[config.mk]
export PLATFORM = sky130hd
export DESIGN_NAME = emng_ctrl
export DESIGN_NICKNAME = d
export VERILOG_FILES = /design/src/hw/rtl/emng_pkg.sv /design/src/hw/rtl/emng_ctrl.sv
export SDC_FILE = /design/constraint.sdc
export NUM_CORES = 1
export LEC_CHECK = 0
export BUFFER_PORTS_ARGS = -buffer_cell sky130_fd_sc_hd__buf_4
export CELL_PAD_IN_SITES_DETAIL_PLACEMENT = 1
export CELL_PAD_IN_SITES_GLOBAL_PLACEMENT = 2
export CORE_MARGIN = 4
export CORE_UTILIZATION = 36
export CTS_CLUSTER_DIAMETER = 120
export CTS_CLUSTER_SIZE = 8
export DETAILED_ROUTE_END_ITERATION = 16
export PLACE_DENSITY_LB_ADDON = 0.1
export RECOVER_POWER = 100
export SLEW_MARGIN = 40
export SYNTH_ARGS = -nofsm -noshare
export SYNTH_HDL_FRONTEND = slang
export SYNTH_SLANG_ARGS = --single-unit
[constraint.sdc]
create_clock -name clk_i -period 4 [get_ports clk_i]
set_clock_uncertainty 0.05 [all_clocks]
set_input_delay 0.8 -clock clk_i [delete_from_list [all_inputs] [get_ports clk_i]]
set_output_delay 0.8 -clock clk_i [all_outputs]
set_load 0.05 [all_outputs]
[src/hw/rtl/emng_pkg.sv]
// ----------------------------------------------------------------------------
// emng_pkg: shared types and constants of the element mesh normal generator
// Function codes, status codes, register map, face tables and the command and
// status structs that join the controller to the datapath.
// ----------------------------------------------------------------------------
package emng_pkg;

  localparam int VERTICES  = 4096;
  localparam int VAW       = $clog2(VERTICES);
  localparam int GROUP_MAX = 8;
  localparam int ONE_Q14   = 16384;

  // function codes of an input beat
  typedef enum logic [2:0] {
    FN_WRITE = 3'd0,
    FN_INDEX = 3'd1,
    FN_END   = 3'd2,
    FN_READ  = 3'd3,
    FN_CLEAR = 3'd4
  } func_e;

  // result status codes
  localparam logic [1:0] ST_OK    = 2'd0;
  localparam logic [1:0] ST_SIZE  = 2'd1;
  localparam logic [1:0] ST_RANGE = 2'd2;

  // register indexes (byte address / 4)
  localparam logic [1:0] REG_CCW  = 2'd0;
  localparam logic [1:0] REG_PVM  = 2'd1;
  localparam logic [1:0] REG_VCNT = 2'd2;

  typedef enum logic [1:0] {
    EL_POINT = 2'd0,
    EL_TET   = 2'd1,
    EL_HEX   = 2'd2
  } elem_e;

  typedef struct packed {
    logic        ccw;
    logic        pvm;
    logic [12:0] vcnt;
  } cfg_t;

  // datapath commands, one group per cycle
  typedef struct packed {
    logic       load_a;
    logic       load_b;
    logic       load_c;
    logic       load_acc;
    logic       diff;
    logic       half_d;
    logic       mul_en;
    logic [3:0] mul_sel;
    logic       acc_en;
    logic [3:0] acc_sel;
    logic       half_v;
    logic       sqrt_init;
    logic       sqrt_step;
    logic       div_init;
    logic       div_step;
    logic       div_store;
    logic [1:0] div_sel;
    logic       n_point;
    logic       n_unit_x;
    logic       n_zero;
    logic       n_neg;
    logic       acc_clr;
    logic       emit;
    logic       emit_zero;
    logic [1:0] emit_status;
    logic       emit_last;
  } dp_cmd_t;

  typedef struct packed {
    logic over_d;
    logic over_v;
    logic len_zero;
  } dp_stat_t;

  localparam logic [2:0] TET_FACES [4][3] = '{
    '{3'd0, 3'd1, 3'd2}, '{3'd0, 3'd2, 3'd3}, '{3'd0, 3'd3, 3'd1}, '{3'd1, 3'd3, 3'd2}
  };
  localparam logic [2:0] HEX_FACES [6][4] = '{
    '{3'd0, 3'd1, 3'd2, 3'd3}, '{3'd0, 3'd4, 3'd5, 3'd1}, '{3'd1, 3'd5, 3'd6, 3'd2},
    '{3'd2, 3'd6, 3'd7, 3'd3}, '{3'd3, 3'd7, 3'd4, 3'd0}, '{3'd5, 3'd4, 3'd7, 3'd6}
  };

  // group slot of one corner of one face
  function automatic logic [2:0] face_slot(elem_e k, logic [2:0] f, logic [2:0] c);
    logic [2:0] s;
    s = 3'd0;
    case (k)
      EL_TET:  s = TET_FACES[f[1:0]][c[1:0]];
      EL_HEX:  s = HEX_FACES[f][c[1:0]];
      default: s = 3'd0;
    endcase
    return s;
  endfunction

endpackage

[src/hw/rtl/emng_ctrl.sv]
// ----------------------------------------------------------------------------
// emng_ctrl: sequencing controller
// Decodes input beats, holds the index group, walks faces and corners and
// drives datapath commands and memory addresses.
// ----------------------------------------------------------------------------
module emng_ctrl
  import emng_pkg::*;
(
  input  logic           clk_i,
  input  logic           rst_ni,
  input  logic           start,
  output logic           busy,
  input  logic [2:0]     func_i,
  input  logic [11:0]    vertex_i,
  input  cfg_t           cfg_i,
  input  dp_stat_t       stat_i,
  output dp_cmd_t        cmd_o,
  output logic           coord_we_o,
  output logic [VAW-1:0] coord_addr_o,
  output logic           acc_we_o,
  output logic [VAW-1:0] acc_addr_o
);

  typedef enum logic [16:0] {
    S_CLEAR = 17'h00001,
    S_IDLE  = 17'h00002,
    S_FACE  = 17'h00004,
    S_RD    = 17'h00008,
    S_DIFF  = 17'h00010,
    S_FITD  = 17'h00020,
    S_MUL   = 17'h00040,
    S_LDACC = 17'h00080,
    S_FITV  = 17'h00100,
    S_SQ    = 17'h00200,
    S_SQRT  = 17'h00400,
    S_DIV   = 17'h00800,
    S_FIN   = 17'h01000,
    S_POST  = 17'h02000,
    S_ACCRD = 17'h04000,
    S_ACCWR = 17'h08000,
    S_NEXT  = 17'h10000
  } state_e;

  state_e         state_q, state_d;
  logic [5:0]     cnt_q, cnt_d;
  logic [2:0]     face_q, face_d;
  logic [2:0]     corner_q, corner_d;
  logic [1:0]     comp_q, comp_d;
  logic [VAW-1:0] clr_q, clr_d;
  elem_e          kind_q, kind_d;
  logic           rd_q, rd_d;
  logic [3:0]     gcnt_q, gcnt_d;
  logic [11:0]    group_q [GROUP_MAX];
  logic [11:0]    group_d [GROUP_MAX];

  logic [2:0]     nfaces, ncorners;
  logic           size_ok, range_ok, v_ok;

  // element geometry
  always_comb begin
    case (kind_q)
      EL_TET:  begin nfaces = 3'd4; ncorners = 3'd3; end
      EL_HEX:  begin nfaces = 3'd6; ncorners = 3'd4; end
      default: begin nfaces = 3'd1; ncorners = 3'd1; end
    endcase
  end

  // group checks
  always_comb begin
    size_ok  = (gcnt_q == 4'd1) || (gcnt_q == 4'd4) || (gcnt_q == 4'd8);
    range_ok = 1'b1;
    for (int i = 0; i < GROUP_MAX; i++) begin
      if (4'(i) < gcnt_q &&
          !({1'b0, group_q[i]} < cfg_i.vcnt && 32'(group_q[i]) < VERTICES)) range_ok = 1'b0;
    end
    v_ok = {1'b0, vertex_i} < cfg_i.vcnt && 32'(vertex_i) < VERTICES;
  end

  assign busy = (state_q != S_IDLE);

  // memory addresses
  always_comb begin
    coord_addr_o = VAW'(group_q[face_slot(kind_q, face_q, cnt_q[2:0])]);
    acc_addr_o   = VAW'(group_q[face_slot(kind_q, face_q, corner_q)]);
    if (state_q == S_IDLE) begin
      coord_addr_o = VAW'(vertex_i);
      acc_addr_o   = VAW'(vertex_i);
    end else if (state_q == S_CLEAR) begin
      acc_addr_o = clr_q;
    end
  end

  // next state and commands
  always_comb begin
    state_d    = state_q;
    cnt_d      = cnt_q;
    face_d     = face_q;
    corner_d   = corner_q;
    comp_d     = comp_q;
    clr_d      = clr_q;
    kind_d     = kind_q;
    rd_d       = rd_q;
    gcnt_d     = gcnt_q;
    group_d    = group_q;
    cmd_o      = '0;
    coord_we_o = 1'b0;
    acc_we_o   = 1'b0;
    case (state_q)
      S_CLEAR: begin
        acc_we_o      = 1'b1;
        cmd_o.acc_clr = 1'b1;
        clr_d         = clr_q + 1'b1;
        if (clr_q == VAW'(VERTICES - 1)) state_d = S_IDLE;
      end
      S_IDLE: begin
        if (start) begin
          case (func_e'(func_i))
            FN_WRITE: coord_we_o = (32'(vertex_i) < VERTICES);
            FN_INDEX: begin
              if (gcnt_q < 4'(GROUP_MAX)) begin
                group_d[gcnt_q[2:0]] = vertex_i;
                gcnt_d               = gcnt_q + 4'd1;
              end else begin
                gcnt_d = 4'(GROUP_MAX + 1);
              end
            end
            FN_END: begin
              gcnt_d = '0;
              if (!size_ok || !range_ok) begin
                cmd_o.emit        = 1'b1;
                cmd_o.emit_status = size_ok ? ST_RANGE : ST_SIZE;
                cmd_o.emit_last   = 1'b1;
              end else begin
                kind_d  = (gcnt_q == 4'd1) ? EL_POINT : (gcnt_q == 4'd4) ? EL_TET : EL_HEX;
                face_d  = '0;
                rd_d    = 1'b0;
                state_d = S_FACE;
              end
            end
            FN_READ: begin
              if (!v_ok) begin
                cmd_o.emit        = 1'b1;
                cmd_o.emit_status = ST_RANGE;
                cmd_o.emit_last   = 1'b1;
              end else begin
                rd_d    = 1'b1;
                state_d = S_LDACC;
              end
            end
            FN_CLEAR: begin
              clr_d   = '0;
              state_d = S_CLEAR;
            end
            default: ;
          endcase
        end
      end
      S_FACE: begin
        cnt_d = '0;
        if (kind_q == EL_POINT) begin
          cmd_o.n_point = 1'b1;
          state_d       = S_POST;
        end else begin
          state_d = S_RD;
        end
      end
      // three coordinate reads, data in the cycle after the address
      S_RD: begin
        cmd_o.load_a = (cnt_q == 6'd1);
        cmd_o.load_b = (cnt_q == 6'd2);
        cmd_o.load_c = (cnt_q == 6'd3);
        cnt_d        = cnt_q + 6'd1;
        if (cnt_q == 6'd3) state_d = S_DIFF;
      end
      S_DIFF: begin
        cmd_o.diff = 1'b1;
        state_d    = S_FITD;
      end
      S_FITD: begin
        cnt_d = '0;
        if (stat_i.over_d) cmd_o.half_d = 1'b1;
        else state_d = S_MUL;
      end
      // six products, each subtracted or stored the cycle after
      S_MUL: begin
        cmd_o.mul_en  = (cnt_q < 6'd6);
        cmd_o.mul_sel = cnt_q[3:0];
        cmd_o.acc_en  = (cnt_q != 6'd0);
        cmd_o.acc_sel = 4'(cnt_q - 6'd1);
        cnt_d         = cnt_q + 6'd1;
        if (cnt_q == 6'd6) state_d = S_FITV;
      end
      S_LDACC: begin
        cmd_o.load_acc = 1'b1;
        state_d        = S_FITV;
      end
      S_FITV: begin
        cnt_d = '0;
        if (stat_i.over_v) cmd_o.half_v = 1'b1;
        else state_d = S_SQ;
      end
      S_SQ: begin
        cmd_o.mul_en  = (cnt_q < 6'd3);
        cmd_o.mul_sel = 4'(cnt_q + 6'd6);
        cmd_o.acc_en  = (cnt_q != 6'd0);
        cmd_o.acc_sel = 4'(cnt_q + 6'd5);
        cnt_d         = cnt_q + 6'd1;
        if (cnt_q == 6'd3) begin
          cnt_d   = '0;
          state_d = S_SQRT;
        end
      end
      S_SQRT: begin
        cmd_o.sqrt_init = (cnt_q == 6'd0);
        cmd_o.sqrt_step = (cnt_q != 6'd0);
        cnt_d           = cnt_q + 6'd1;
        if (cnt_q == 6'd32) begin
          cnt_d   = '0;
          comp_d  = '0;
          state_d = S_DIV;
        end
      end
      S_DIV: begin
        cmd_o.div_sel = comp_q;
        if (stat_i.len_zero) begin
          cmd_o.n_zero   = rd_q;
          cmd_o.n_unit_x = !rd_q;
          state_d        = S_FIN;
        end else begin
          cmd_o.div_init  = (cnt_q == 6'd0);
          cmd_o.div_step  = (cnt_q != 6'd0) && (cnt_q != 6'd16);
          cmd_o.div_store = (cnt_q == 6'd16);
          cnt_d           = cnt_q + 6'd1;
          if (cnt_q == 6'd16) begin
            cnt_d  = '0;
            comp_d = comp_q + 2'd1;
            if (comp_q == 2'd2) state_d = S_FIN;
          end
        end
      end
      S_FIN: begin
        if (rd_q) begin
          cmd_o.emit        = 1'b1;
          cmd_o.emit_status = ST_OK;
          cmd_o.emit_last   = 1'b1;
          state_d           = S_IDLE;
        end else begin
          cmd_o.n_neg = !cfg_i.ccw;
          state_d     = S_POST;
        end
      end
      S_POST: begin
        corner_d = '0;
        if (cfg_i.pvm) begin
          state_d = S_ACCRD;
        end else begin
          cmd_o.emit        = 1'b1;
          cmd_o.emit_status = ST_OK;
          cmd_o.emit_last   = (face_q == nfaces - 3'd1);
          state_d           = S_NEXT;
        end
      end
      S_ACCRD: state_d = S_ACCWR;
      S_ACCWR: begin
        acc_we_o = 1'b1;
        corner_d = corner_q + 3'd1;
        state_d  = (corner_q == ncorners - 3'd1) ? S_NEXT : S_ACCRD;
      end
      S_NEXT: begin
        if (face_q == nfaces - 3'd1) begin
          cmd_o.emit        = cfg_i.pvm;
          cmd_o.emit_zero   = 1'b1;
          cmd_o.emit_status = ST_OK;
          cmd_o.emit_last   = 1'b1;
          state_d           = S_IDLE;
        end else begin
          face_d  = face_q + 3'd1;
          state_d = S_FACE;
        end
      end
      default: state_d = S_IDLE;
    endcase
  end

  // control registers
  always_ff @(posedge clk_i or negedge rst_ni) begin
    if (!rst_ni) begin
      state_q <= S_CLEAR;
      cnt_q   <= '0;
      face_q  <= '0;
      corner_q <= '0;
      comp_q  <= '0;
      clr_q   <= '0;
      kind_q  <= EL_POINT;
      rd_q    <= 1'b0;
      gcnt_q  <= '0;
    end else begin
      state_q <= state_d;
      cnt_q   <= cnt_d;
      face_q  <= face_d;
      corner_q <= corner_d;
      comp_q  <= comp_d;
      clr_q   <= clr_d;
      kind_q  <= kind_d;
      rd_q    <= rd_d;
      gcnt_q  <= gcnt_d;
    end
  end

  // index group, no reset
  always_ff @(posedge clk_i) begin
    group_q <= group_d;
  end

endmodule
==> metrics.cfg <==
[status]
status=complete, but fails checks
violations=capacitance limit, slew limit, setup timing

[worst_hold_path]
min_path_type=flip-flop to flip-flop
hold_depth=2
min_from=comp_q[1]
hold_end=comp_q[1]

[cells_and_area]
syn2layout_area_growth_pct=32.2
diodes=0
fin_cells=1669
fin_nets=1423
drive_gt1_frac=0.295
final_area_sq_um=14200

[die]
rows=63
die_x_microns=181
initial_core_util=0.364
core_area_sq_um=29600
die_area_sq_um=32700
io_pins=97
die_h_microns=181

[timing]
fin_setup_tns_ps=-1120
setup_viol=11
setup_slack_ps=-319
period_share=1.08
hold_violations=0
slew_headroom=-0.915
rsz0062_at_grt=yes
max_freq_mhz=232
tightestPinTransition_ps=2870
period_minus_slack_ps=4320
drv_slew=51

[logic_synthesis]
syn_avg_cell_area_sq_um=10.1
postSynth.asyncResetShare=0.342
ys_warn_count=0
syn-cell-area_sq_um=10800
synth_seq_cells=146
yosys_most_used_dff=edfxtp_1
yosys-top-cells-count=120 x ha_1, 96 x edfxtp_1, 83 x nor2_1
postSynthCellCount=1067
yosysTopAreaCellShare=0.268
yosysMostFrequentCell=ha_1
synth-edff-count=96
syn-num-nets=1224
yosys-top-cells-area=edfxtp_1 27%, ha_1 14%, dfrtp_1 11%
yosys.area.top_type=edfxtp_1
ys_types=72
synth-seq-area-share=0.384

[setup_path]
cp_max_fo=7
crit_arrival_ps=3470
reg2reg_slack_ps=170
crit_type=primary input to primary output
timing.rr.start=state_q[15]
critPathLaunchType=primary input
ff2ff_path_depth=15
end_kind=primary output
cp_data_required_time_ps=3150
reg2reg_to=clr_q[8]

[clocking]
postCtsHoldBufs=0
clk_latency_ps=440
cts_buffer_depth=2
cts_inserted_buffers=17
cts_root_buf=clkbuf_16
clkSlewWorstSetupHoldPaths_ps=60
clock_sinks=146
cts_tree=yes
cts_max_level=4

[detailed_routing]
avgViaCountPerCell=5.67
drc=0
drt_iter0_markers=525
ant_nets=0
wl_per_cell_microns=24.9
num_vias=9470
dr.pass1.iters=5
drt-total-wl_microns=41600

[placed_design]
hpwl_microns=31100
io_buffers=96
place_ws_ps=-825
dpl_cell_area_sq_um=12900
gp_congestion=0.853
placedCellCount=1612

[job]
cap_violations=1

[power_and_ir_drop]
p_leak_nw=5.77
p_total_mw=8.61
powerDensity_nw_per_um2=606
peakVddDrop_mv=0.434

[global_routing]
grt_pass1_vias=9915
grt_overflow_total=0
grt_antenna_before_repair=0
grt_max_degree=51
grt.total_usage=0.249
grt_pass1_wl_microns=62100

-- sequential cells by signal, indices dropped and copies added (netlist names) --
name,flops
comp_q,2
face_q,3
corner_q,3
cnt_q,6
state_q,17
group_q,96
gcnt_q,4
clr_q,12
rd_q,1
kind_q,2
-- power breakdown --
part / switching [mW] / internal [mW]
Clock: 0.739 / 0.875
Sequential: 0.168 / 1.72
Combinational: 3.18 / 1.93
-- critical path: stages --
cell,delay (ps)
buf_6,70
clkinvlp_4,110
buf_4,190
ha_1,290
o21ai_1,120
a211oi_2,120
o311a_1,380
a2111o_1,420
nor3_4,300
o21a_1,200
o21ai_2,70
or2_4,250
buf_8,150
-- repair_timing --
| item | 4_1_cts | 5_1_grt |
|---|---|---|
| cloned | 2 | 2 |
| endpoints found under the setup margin | 26 | 30 |
| gates resized for setup | 59 | 106 |
| buffers inserted | 11 | 12 |
| pin swaps | 18 | 37 |
-- per-stage QoR --
step,hold slack (ps),util
3_3_place_gp,437,0.437
2_1_floorplan,416,-
3_5_place_dp,467,0.437
5_1_grt,489,0.481
6_report,477,0.481
4_1_cts,374,0.469
-- layout make-up --
cell class                      count  area, sq um
Multi-Input combinational cell    833         7030
Clock buffer                       17          425
Sequential cell                   146         4140
Fill cell                        3259        15300
Clock inverter                     15          146
Timing Repair Buffer              223         1790
Timing Repair inverter              1         7.51
Tap cell                          390          488
Inverter                           44          189
-- worst max-delay path by stage --
stage,from,endpoint,depth (start not counted)
detailed placement,cfg_i[2],cmd_o[0],15
finish,cfg_i[1],cmd_o[0],13
global placement,cfg_i[4],cmd_o[0],15
CTS,cfg_i[1],cmd_o[0],12
floorplan,face_q[0],coord_addr_o[6],13
global route,cfg_i[6],cmd_o[0],16
-- logic make-up (layout without fill, tap and decap cells) --
logic type | count (synthesis) | after routing | synth area share
buffers and inverters | 88 | 300 | 0.0314
AO/OA/AOI/OAI | 251 | 251 | 0.152
multiplexers | 85 | 85 | 0.100
AND/OR/NAND/NOR | 351 | 351 | 0.170
flip-flops | 146 | 146 | 0.384
adder cells (fa/ha/maj) | 121 | 121 | 0.141
XOR/XNOR | 25 | 25 | 0.0204
-- placed cells by master, fill, tap and decap left out, types with 10 or more instances in the layout --
cell type / netlist / layout
a21oi_2: 0 / 17
inv_1: 42 / 34
nand3b_1: 20 / 20
o211ai_1: 13 / 13
edfxtp_1: 96 / 96
a211oi_1: 13 / 10
mux4_2: 18 / 18
nand4_1: 17 / 17
a21oi_1: 65 / 40
ha_4: 0 / 14
nor3_1: 20 / 19
buf_6: 0 / 32
nor4_1: 13 / 10
nor2_1: 83 / 74
nand2_1: 82 / 74
nand3_1: 29 / 27
nor2b_1: 14 / 13
dfrtp_1: 49 / 46
o22ai_1: 11 / 11
clkbuf_1: 32 / 25
clkbuf_16: 0 / 18
clkbuf_2: 0 / 16
a21o_1: 18 / 18
buf_4: 0 / 128
a221o_1: 13 / 13
o21ai_0: 59 / 46
xor2_1: 17 / 17
nand2b_1: 20 / 20
ha_1: 120 / 104
mux2i_1: 64 / 62
-- per-layer routing --
layer  part of all wire  up-vias  GRT usage
li1                   -     4462          -
met1               0.43     4731      0.325
met2               0.50      224      0.436
met3              0.042       53     0.0356
met4              0.022        0     0.0662
met5                  0        -          0
No activity file was read; power rests on OpenSTA's default activity.
